==> src/rtl/core/plc_pkg.sv <==
// ----------------------------------------------------------------------------
// plc_pkg
// Shared types and constants of the palette colour lookup core.
// ----------------------------------------------------------------------------
package plc_pkg;

   // transaction kinds on the request channel
   localparam logic [1:0] KIND_WRITE  = 2'd0;
   localparam logic [1:0] KIND_LOOKUP = 2'd1;
   localparam logic [1:0] KIND_READ   = 2'd2;

   // pixel formats
   localparam logic [1:0] FMT_PAL8   = 2'd0;
   localparam logic [1:0] FMT_RGB565 = 2'd1;
   localparam logic [1:0] FMT_RGB555 = 2'd2;
   localparam logic [1:0] FMT_XRGB32 = 2'd3;

   // flag byte in the top of a palettized word
   localparam logic [7:0] PAL8_FLAG = 8'h04;

   // configuration register indexes
   localparam logic [1:0] CSR_PIXEL_FORMAT = 2'd0;
   localparam logic [1:0] CSR_GRAYSCALE    = 2'd1;

   // how the registered read word turns into the response value
   typedef enum logic [1:0] {
      RSP_SEL_INDEX = 2'd0,
      RSP_SEL_LOW16 = 2'd1,
      RSP_SEL_WORD  = 2'd2,
      RSP_SEL_ZERO  = 2'd3
   } rsp_sel_type;

   // write port of the palette memory
   typedef struct packed {
      logic        en;
      logic [7:0]  addr;
      logic [31:0] data;
   } mem_wr_type;

endpackage

==> src/rtl/core/plc_pack.sv <==
// ----------------------------------------------------------------------------
// plc_pack
// Scales a 6-bit colour to 8 bits, optionally converts it to grey and packs
// it into the selected pixel format.
// ----------------------------------------------------------------------------
module plc_pack (
   input  logic [1:0]  pixel_format,
   input  logic        grayscale_enable,
   input  logic [5:0]  red,
   input  logic [5:0]  green,
   input  logic [5:0]  blue,
   output logic [31:0] packed_word
);

   logic [7:0]  r8;
   logic [7:0]  g8;
   logic [7:0]  b8;
   logic [11:0] luma_sum;
   logic [7:0]  luma;
   logic [7:0]  r_sel;
   logic [7:0]  g_sel;
   logic [7:0]  b_sel;

   // scale to 8 bits
   assign r8 = {red, 2'b00};
   assign g8 = {green, 2'b00};
   assign b8 = {blue, 2'b00};

   // weighted grey, 6r + 8g + 2b over 16
   assign luma_sum = 12'({r8, 2'b00}) + 12'({r8, 1'b0}) + 12'({g8, 3'b000})
                     + 12'({b8, 1'b0});
   assign luma     = luma_sum[11:4];

   assign r_sel = grayscale_enable ? luma : r8;
   assign g_sel = grayscale_enable ? luma : g8;
   assign b_sel = grayscale_enable ? luma : b8;

   // pack into the current format
   always_comb begin
      case (pixel_format)
         plc_pkg::FMT_PAL8: begin
            packed_word = {plc_pkg::PAL8_FLAG, b_sel, g_sel, r_sel};
         end
         plc_pkg::FMT_RGB565: begin
            packed_word = {16'h0000, r_sel[7:3], g_sel[7:2], b_sel[7:3]};
         end
         plc_pkg::FMT_RGB555: begin
            packed_word = {16'h0000, 1'b0, r_sel[7:3], g_sel[7:3], b_sel[7:3]};
         end
         default: begin
            packed_word = {8'h00, r_sel, g_sel, b_sel};
         end
      endcase
   end

endmodule

==> config.mk <==
export PLATFORM = sky130hd
export DESIGN_NAME = plc_pack
export DESIGN_NICKNAME = d
export VERILOG_FILES = /design/src/rtl/core/plc_pkg.sv /design/src/rtl/core/plc_pack.sv
export SDC_FILE = /design/constraint.sdc
export NUM_CORES = 1
export LEC_CHECK = 0
export BUFFER_PORTS_ARGS = -buffer_cell sky130_fd_sc_hd__buf_4
export CAP_MARGIN = 20
export CELL_PAD_IN_SITES_DETAIL_PLACEMENT = 1
export CELL_PAD_IN_SITES_GLOBAL_PLACEMENT = 1
export CORE_MARGIN = 3
export CORE_UTILIZATION = 34
export DETAILED_ROUTE_END_ITERATION = 10
export GPL_ROUTABILITY_DRIVEN = 0
export PLACE_DENSITY = 0.83
export SLEW_MARGIN = 20
export SYNTH_ARGS = -nofsm -noshare
export SYNTH_HDL_FRONTEND = slang
export SYNTH_SLANG_ARGS = --single-unit
export TNS_END_PERCENT = 20
==> constraint.sdc <==
create_clock -name vclk -period 4.1
set_input_delay 0.615 -clock vclk [all_inputs]
set_output_delay 0.615 -clock vclk [all_outputs]
set_load 0.01 [all_outputs]
==> impl_metrics.tcl, run 1 <==
set metrics [dict create \
    grt_pass1_wl_um 9450 \
    antenna_cells 0 \
    drive_gt1_share_pct 40.3 \
    fin_area_um2 2200 \
    setup_slack_ns -0.285 \
    period_needed_ns 4.39 \
    path_class "primary input to primary output" \
    power_mw 0.811 \
    status "complete, but fails checks" \
    yosysSeqAreaShare_pct 0 \
    grt_max_degree 48 \
    nFillCells 538 \
    die_width_um 72.7 \
    seq_cell_count 0 \
    drt_wl_total_um 5970 \
    syn_to_final_growth_pct 45.2 \
    holdWs_ns 1.62 \
    wl_per_cell_um 18.2 \
    path_cells "buf_8, clkinvlp_4, fa_1, fa_1, inv_2, ha_4, fa_2, a21o_1, a221oi_4, buf_4, xnor2_2, a222oi_1, o22ai_1, buf_4" \
    drt-initial-drc-count 103 \
    hold_class "primary input to primary output" \
    io_buffers 46 \
    ir_drop_uv 177 \
    syn_inst 208 \
    place_area_um2 2060 \
    rsz0062_at_grt "yes" \
    grt_pass1_vias 1886 \
    arrival_ns 3.77 \
    ant_nets 0 \
    die_area_um2 5290 \
    cp-end-kind "primary output" \
    setup_viol 17 \
    final_cell_mix "buf_4 (79), inv_1 (21), nand2_1 (15)" \
    pre_cts_slack_ns -0.353 \
    finalMaxSlewViolations 0 \
    synth_top_area_share_pct 13.2 \
    yosysWarnings 0 \
    grt_usage_pct 22.2 \
    synthTopCellsByArea "fa_1 (13%), ha_1 (8.3%), inv_1 (6.2%)" \
    worst_slew_pin_slew_ns 0.731 \
    power_density_nw_per_um2 369 \
    antenna_found_initial 0 \
    rows 23 \
    max_clock_freq_ghz 0.228 \
    layout_commonest_cell "buf_4" \
    overflow 0 \
    synthesis.area_um2 1510 \
    yosysTopAreaCell "fa_1" \
    hpwl_um 4630 \
    regArea_um2 0 \
    slew_headroom_pct 51.1 \
    maxCapViolCount 0 \
    path_delay_family "adder cells" \
    cp.required_ns 3.48 \
    vias 1838 \
    yosysUniqueCellTypes 46 \
    worstPathMaxFanout 3 \
    nets 321 \
    min_period_over_period_pct 107 \
    avgSynthCellArea_um2 7.27 \
    nClkBuffers 0 \
    die-height_um 72.7 \
    start_kind "primary input" \
    first_pass_iters 4 \
    hold_viol 0 \
    initial_core_util_pct 36.5 \
    crit_buf_inv 5 \
    worst_path_largest_cell_delay_ns 0.51 \
    drc_errors 0 \
    cpMaxStageDelayCell "fa_1" \
    violations "setup timing" \
    io_pins 53 \
    avgViaCountPerCell 5.60 \
    p_leak_nw 1.08 \
    core_um2 4140 \
]
## metal layers
metal  up-vias  share of wire [%]  track usage (%)
met4         0               0.57             2.46
li1        869                  -                -
met5         -                  0                0
met3         4                7.1            0.826
met1       891                 42             30.9
met2        74                 50             39.3
## Yosys cell counts (2+ instances only)
cell type  instances
o22ai_1            3
and2_1             3
a31oi_1            3
inv_1             25
mux2i_1            8
nand2b_1           5
xor2_1             3
clkbuf_8           6
a32o_1             2
nor2_1            16
ha_1              10
a221oi_1           3
a21boi_0           2
a21o_1             2
fa_1              10
a22o_1             2
buf_4              7
o21ai_0           16
a21oi_1           11
o211ai_1           4
and3_1             2
a211oi_1           8
xnor2_1            3
nand3_1            6
nor2b_1            4
a22oi_1            5
nand2_1           15
clkbuf_1           6
## worst min-delay path: stages
cell and delay, ns:
buf_4 0.13, nand2_1 0.05, o21ai_0 0.07, buf_4 0.14
## logic make-up after synthesis
| group | count (synthesis) | share of synthesized area (%) |
|---|---|---|
| mux | 9 | 6.78 |
| fa+ha+maj | 20 | 21.5 |
| simple gates | 53 | 16.2 |
| xor+xnor | 7 | 4.55 |
| other cells | 1 | 0.248 |
| compound gates | 72 | 33.1 |
| buf+inv | 46 | 17.6 |
## path summary, 6_finish.rpt
check	depth (start not counted)	slack [ns]	endpoint	startpoint
worst min-delay path	4	1.62	packed_word[0]	blue[1]
worst max-delay path	14	-0.29	packed_word[4]	red[2]
## through the flow
stage	utilization, %	setup TNS [ns]	std cells
after floorplan	-	-0.110	214
after global placement	49.6	-2.50	324
after detailed placement	49.6	-3.67	324
after CTS	51.8	-2.57	326
after global routing	53.0	-5.58	328
final	53.0	-2.83	328
## area by class of cell
cell class / count / area (um^2) / area share, %
inverter: 26 / 101 / 4.61
tap: 50 / 62.6 / 2.85
timing repair buffer: 84 / 653 / 29.7
multi-input combinational: 168 / 1380 / 62.8
## repair_timing
item,4_1_cts,5_1_grt
setup endpoints to repair,19,19
pin swaps,18,5
setup buffers,3,2
hold buffers,0,0
gates resized for setup,22,9
## report_power, final
| group | total, mW | internal [mW] | switching (mW) | leakage (nW) |
|---|---|---|---|---|
| logic | 0.811 | 0.411 | 0.399 | 1.08 |
| clock network | 0 | 0 | 0 | 0 |
| registers | 0 | 0 | 0 | 0 |
| total | 0.811 | 0.411 | 0.399 | 1.08 |
Power figures use the tool's default switching activity.
==> run 2: changes to the inputs <==
--- a/config.mk
+++ b/config.mk
@@ -13,6 +13,7 @@
 export CORE_UTILIZATION = 34
 export DETAILED_ROUTE_END_ITERATION = 10
 export GPL_ROUTABILITY_DRIVEN = 0
+export MAX_ROUTING_LAYER = met4
 export PLACE_DENSITY = 0.83
 export SLEW_MARGIN = 20
 export SYNTH_ARGS = -nofsm -noshare
==> run 2 against run 1 <==
Maximum frequency decreased by 0.14%. First-iteration DRC count increased by 8.7%. Sequential share of layout area unchanged. Highest routed layer unchanged. Die area unchanged. Non-clock buffer count unchanged. Sequential cell count unchanged. The flow still finishes with violations (setup timing). Global-route usage increased by 0.71 points. Utilization unchanged. Via count decreased by 0.44%. Critical path depth unchanged. Cell count unchanged.
==> impl_metrics.tcl, run 2 (synthesis results as in run 1) <==
set metrics [dict create \
    setup_slack_ns -0.291 \
    rsz0062_at_grt "yes" \
    overflow 0 \
    switching_power_mw 0.399 \
    grt_util_met3_pct 0.826 \
    worst_slew_pin_slew_ns 0.723 \
    period_needed_ns 4.39 \
    maxCapViolCount 0 \
    crit_buf_inv 5 \
    final_cell_mix "buf_4 (79), inv_1 (21), nand2_1 (15)" \
    syn_to_final_growth_pct 45.2 \
    rows 23 \
    fin_util_pct 53.0 \
    power_density_nw_per_um2 369 \
    status "complete, but fails checks" \
    min_period_over_period_pct 107 \
    pwr-share-comb_pct 100.0 \
    arrival_ns 3.78 \
    sequentialPowerShare_pct 0 \
    power_frac_clock_pct 0 \
    grt_pass1_wl_um 9490 \
    first_pass_iters 5 \
    initial_core_util_pct 36.5 \
    min_path_cells 4 \
    worst_path_largest_cell_delay_ns 0.51 \
    met1_usage_pct 31.1 \
    max_clock_freq_ghz 0.228 \
    nets 321 \
    grt_pass1_vias 1880 \
    antenna_cells 0 \
    timing.setup.tns_ns -2.94 \
    p_sw_share_pct 49.2 \
    avgViaCountPerCell 5.58 \
    cpMaxStageDelayCell "fa_1" \
    drive_gt1_share_pct 40.3 \
    regArea_um2 0 \
    path_class "primary input to primary output" \
    worstPathMaxFanout 3 \
    top_usage_layer "met2" \
    place_area_um2 2060 \
    fin_area_um2 2200 \
    hpwl_um 4630 \
    cp-end-kind "primary output" \
    multi_input_area_um2 1380 \
    nClkBuffers 0 \
    slew_headroom_pct 51.6 \
    hold_class "primary input to primary output" \
    ctsHoldBuffers 0 \
    hold_start "blue[1]" \
    io_pins 53 \
    nFillCells 538 \
    grt_max_degree 48 \
    ant_nets 0 \
    ir_drop_uv 177 \
    die_area_um2 5290 \
    finalMaxSlewViolations 0 \
    die_width_um 72.7 \
    drt_wl_total_um 5980 \
    vias 1830 \
    p_leak_nw 1.08 \
    setup_viol 17 \
    path_delay_family "adder cells" \
    drc_errors 0 \
    core_um2 4140 \
    start_kind "primary input" \
    wl_per_cell_um 18.2 \
    use_met2_pct 39.3 \
    layout_commonest_cell "buf_4" \
    drt-initial-drc-count 112 \
    grt_usage_pct 22.9 \
    hold_viol 0 \
    die-height_um 72.7 \
    antenna_found_initial 0 \
    internal-power_mw 0.412 \
    io_buffers 46 \
    seq_cell_count 0 \
    hold_end "packed_word[0]" \
    path_cells "buf_8, clkinvlp_4, fa_1, fa_1, inv_2, ha_4, fa_2, a21o_1, a221oi_4, buf_4, xnor2_2, a222oi_1, o22ai_1, buf_4" \
    violations "setup timing" \
    cp.required_ns 3.48 \
]
run 2: power groups by stage:
stage	clock, mW	sequential [mW]	combinational, mW
after global placement	0	0	0.693
after global routing	0	0	0.873
after detailed placement	0	0	0.717
after floorplan	0	0	0.378
after CTS	0	0	0.771
final	0	0	0.811
run 2: layout make-up:
class	count	share of cell area, %
Inverter	26	4.61
Multi-Input combinational cell	168	62.8
Tap cell	50	2.85
Timing Repair Buffer	84	29.7
run 2: worst max-delay path by stage:
stage	startpoint	depth (start not counted)	to
3_3_place_gp	red[2]	14	packed_word[4]
2_1_floorplan	red[2]	11	packed_word[7]
3_5_place_dp	red[2]	14	packed_word[4]
4_1_cts	red[2]	14	packed_word[4]
6_report	red[2]	14	packed_word[4]
5_1_grt	red[2]	14	packed_word[7]
run 2: worst min-delay path, cell delays in order:
cell and delay [ns]:
buf_4 0.13, nand2_1 0.05, o21ai_0 0.07, buf_4 0.14
run 2: what timing repair did:
action / CTS / global route
gates resized for setup: 22 / 9
gates cloned: 0 / 0
pin swaps: 18 / 5
setup buffers: 3 / 2
setup endpoints to repair: 19 / 19
run 2: metal layers:
metal,share of wire (%),wire [um]
met1,43,2540
met3,6.6,392
met2,50,3010
met4,0.57,34
met5,0,0
run 2: stage by stage:
step           power (mW)  hold WS, ns  setup WS, ns  instances
6_report            0.811         1.62        -0.291        328
5_1_grt             0.873         1.65        -0.438        328
4_1_cts             0.771         1.62        -0.251        326
3_5_place_dp        0.717         1.62        -0.353        324
3_3_place_gp        0.693         1.62        -0.308        324
2_1_floorplan       0.378         1.37       -0.0585        214
==> run 3: changes to the inputs <==
--- a/config.mk
+++ b/config.mk
@@ -10,11 +10,11 @@
 export CELL_PAD_IN_SITES_DETAIL_PLACEMENT = 1
 export CELL_PAD_IN_SITES_GLOBAL_PLACEMENT = 1
 export CORE_MARGIN = 3
-export CORE_UTILIZATION = 34
+export CORE_UTILIZATION = 25
 export DETAILED_ROUTE_END_ITERATION = 10
 export GPL_ROUTABILITY_DRIVEN = 0
 export MAX_ROUTING_LAYER = met4
-export PLACE_DENSITY = 0.83
+export PLACE_DENSITY = 0.74
 export SLEW_MARGIN = 20
 export SYNTH_ARGS = -nofsm -noshare
 export SYNTH_HDL_FRONTEND = slang
==> run 3 against run 2 <==
The flow still finishes with violations (setup timing). Routed wire length up 1.2%. Critical path depth unchanged. Sequential share of layout area unchanged. Combinational power is 6.5% higher. Via count down 0.27%. Design area is 5.4% higher. Cell count grew 7.0%.
==> impl_metrics.tcl, run 3 (synthesis results as in run 1) <==
set metrics [dict create \
    status "complete, but fails checks" \
    violations "setup timing" \
    rows 27 \
    cp.required_ns 3.48 \
    maxCapViolCount 0 \
    setup_viol 16 \
    timing.setup.tns_ns -2.82 \
    pre_cts_slack_ns -0.433 \
    worstPathMaxFanout 4 \
    setup_slack_ns -0.320 \
    drive_gt1_share_pct 41.6 \
    hold_end "packed_word[14]" \
    io_pins 53 \
    power_density_nw_per_um2 373 \
    min_path_cells 3 \
    syn_to_final_growth_pct 53.0 \
    io_buffers 46 \
    rsz0062_at_grt "yes" \
    arrival_ns 3.81 \
    crit_buf_inv 5 \
    grt_pass1_vias 1768 \
    regArea_um2 0 \
    ant_nets 0 \
    max_clock_freq_ghz 0.226 \
    worst_path_largest_cell_delay_ns 0.51 \
    die_area_um2 7020 \
    final_cell_mix "buf_4 (76), inv_1 (21), nand2_1 (15)" \
    hold_start "pixel_format[1]" \
    worst_slew_pin_slew_ns 0.779 \
    start_kind "primary input" \
    antenna_found_initial 0 \
    vias 1825 \
    overflow 0 \
    grt_max_degree 48 \
    p_leak_nw 1.10 \
    drt-initial-drc-count 79 \
    nClkBuffers 0 \
    path_class "primary input to primary output" \
    hpwl_um 4730 \
    path_cells "buf_8, clkinvlp_4, fa_1, fa_1, inv_2, ha_4, fa_2, a21o_1, a221oi_4, mux2i_4, buf_4, o21ai_0, o211ai_1, buf_4" \
    die-height_um 83.8 \
    ir_drop_uv 137 \
    wl_per_cell_um 17.2 \
    grt_pass1_wl_um 9240 \
    drc_errors 0 \
    path_delay_family "adder cells" \
    power_mw 0.864 \
    period_needed_ns 4.42 \
    seq_cell_count 0 \
    hold_viol 0 \
    avgViaCountPerCell 5.20 \
    slew_headroom_pct 47.9 \
    antenna_cells 0 \
    core_um2 5680 \
    min_period_over_period_pct 108 \
    initial_core_util_pct 26.7 \
    finalMaxSlewViolations 0 \
    cp-end-kind "primary output" \
    cpMaxStageDelayCell "fa_1" \
    drt_wl_total_um 6040 \
    first_pass_iters 4 \
    grt_usage_pct 16.0 \
    layout_commonest_cell "buf_4" \
    nets 322 \
    hold_class "primary input to primary output" \
    die_width_um 83.8 \
]
## run 3: changes by cell type in the layout (fill, tap and decap cells not counted), sizes merged
cell	delta
buf	+1
## run 3: stage by stage
| step | instance area (um^2) | std cells | hold slack, ns | utilization (%) |
|---|---|---|---|---|
| 4_1_cts | 2190 | 349 | 1.63 | 38.6 |
| 3_3_place_gp | 2100 | 348 | 1.63 | 37.0 |
| 3_5_place_dp | 2100 | 348 | 1.63 | 37.0 |
| 2_1_floorplan | 1560 | 214 | 1.37 | - |
| 6_report | 2310 | 351 | 1.64 | 40.8 |
| 5_1_grt | 2310 | 351 | 1.65 | 40.8 |
## run 3: area by class of cell
cell class | count | area, um^2
fill | 711 | 3360
inverter | 26 | 104
multi-input combinational | 168 | 1450
tap | 72 | 90.1
timing repair buffer | 85 | 676
## run 3: power by group
group | leakage, nW | switching [mW] | total (mW) | internal, mW
Clock | 0 | 0 | 0 | 0
Combinational | 1.10 | 0.422 | 0.864 | 0.442
Sequential | 0 | 0 | 0 | 0
Total | 1.10 | 0.422 | 0.864 | 0.442
## run 3: worst max path at each step
stage                start               to  slack, ns  cells after the start
floorplan           red[2]   packed_word[7]      -0.06                     11
CTS                 red[2]   packed_word[4]      -0.32                     14
detailed placement  red[2]   packed_word[7]      -0.43                     13
finish              red[2]   packed_word[9]      -0.32                     14
global route        red[2]  packed_word[10]      -0.46                     13
global placement    red[2]   packed_word[7]      -0.33                     13
## run 3: layer usage
metal  global-route usage [%]  routed length [um]  vias to the layer above  share of wire [%]
met5                        -                   0                        -                  0
met2                     28.6                3080                       51                 51
met3                    0.494                 268                        2                4.4
met4                        0                  17                        0               0.28
li1                         -                   -                      875                  -
met1                     21.4                2680                      897                 44
## run 3: repair_timing
| action | CTS | global route |
|---|---|---|
| setup buffers | 1 | 2 |
| setup endpoints to repair | 19 | 19 |
| pin swaps | 15 | 10 |
| resized for setup | 21 | 22 |
| hold buffers | 0 | 0 |
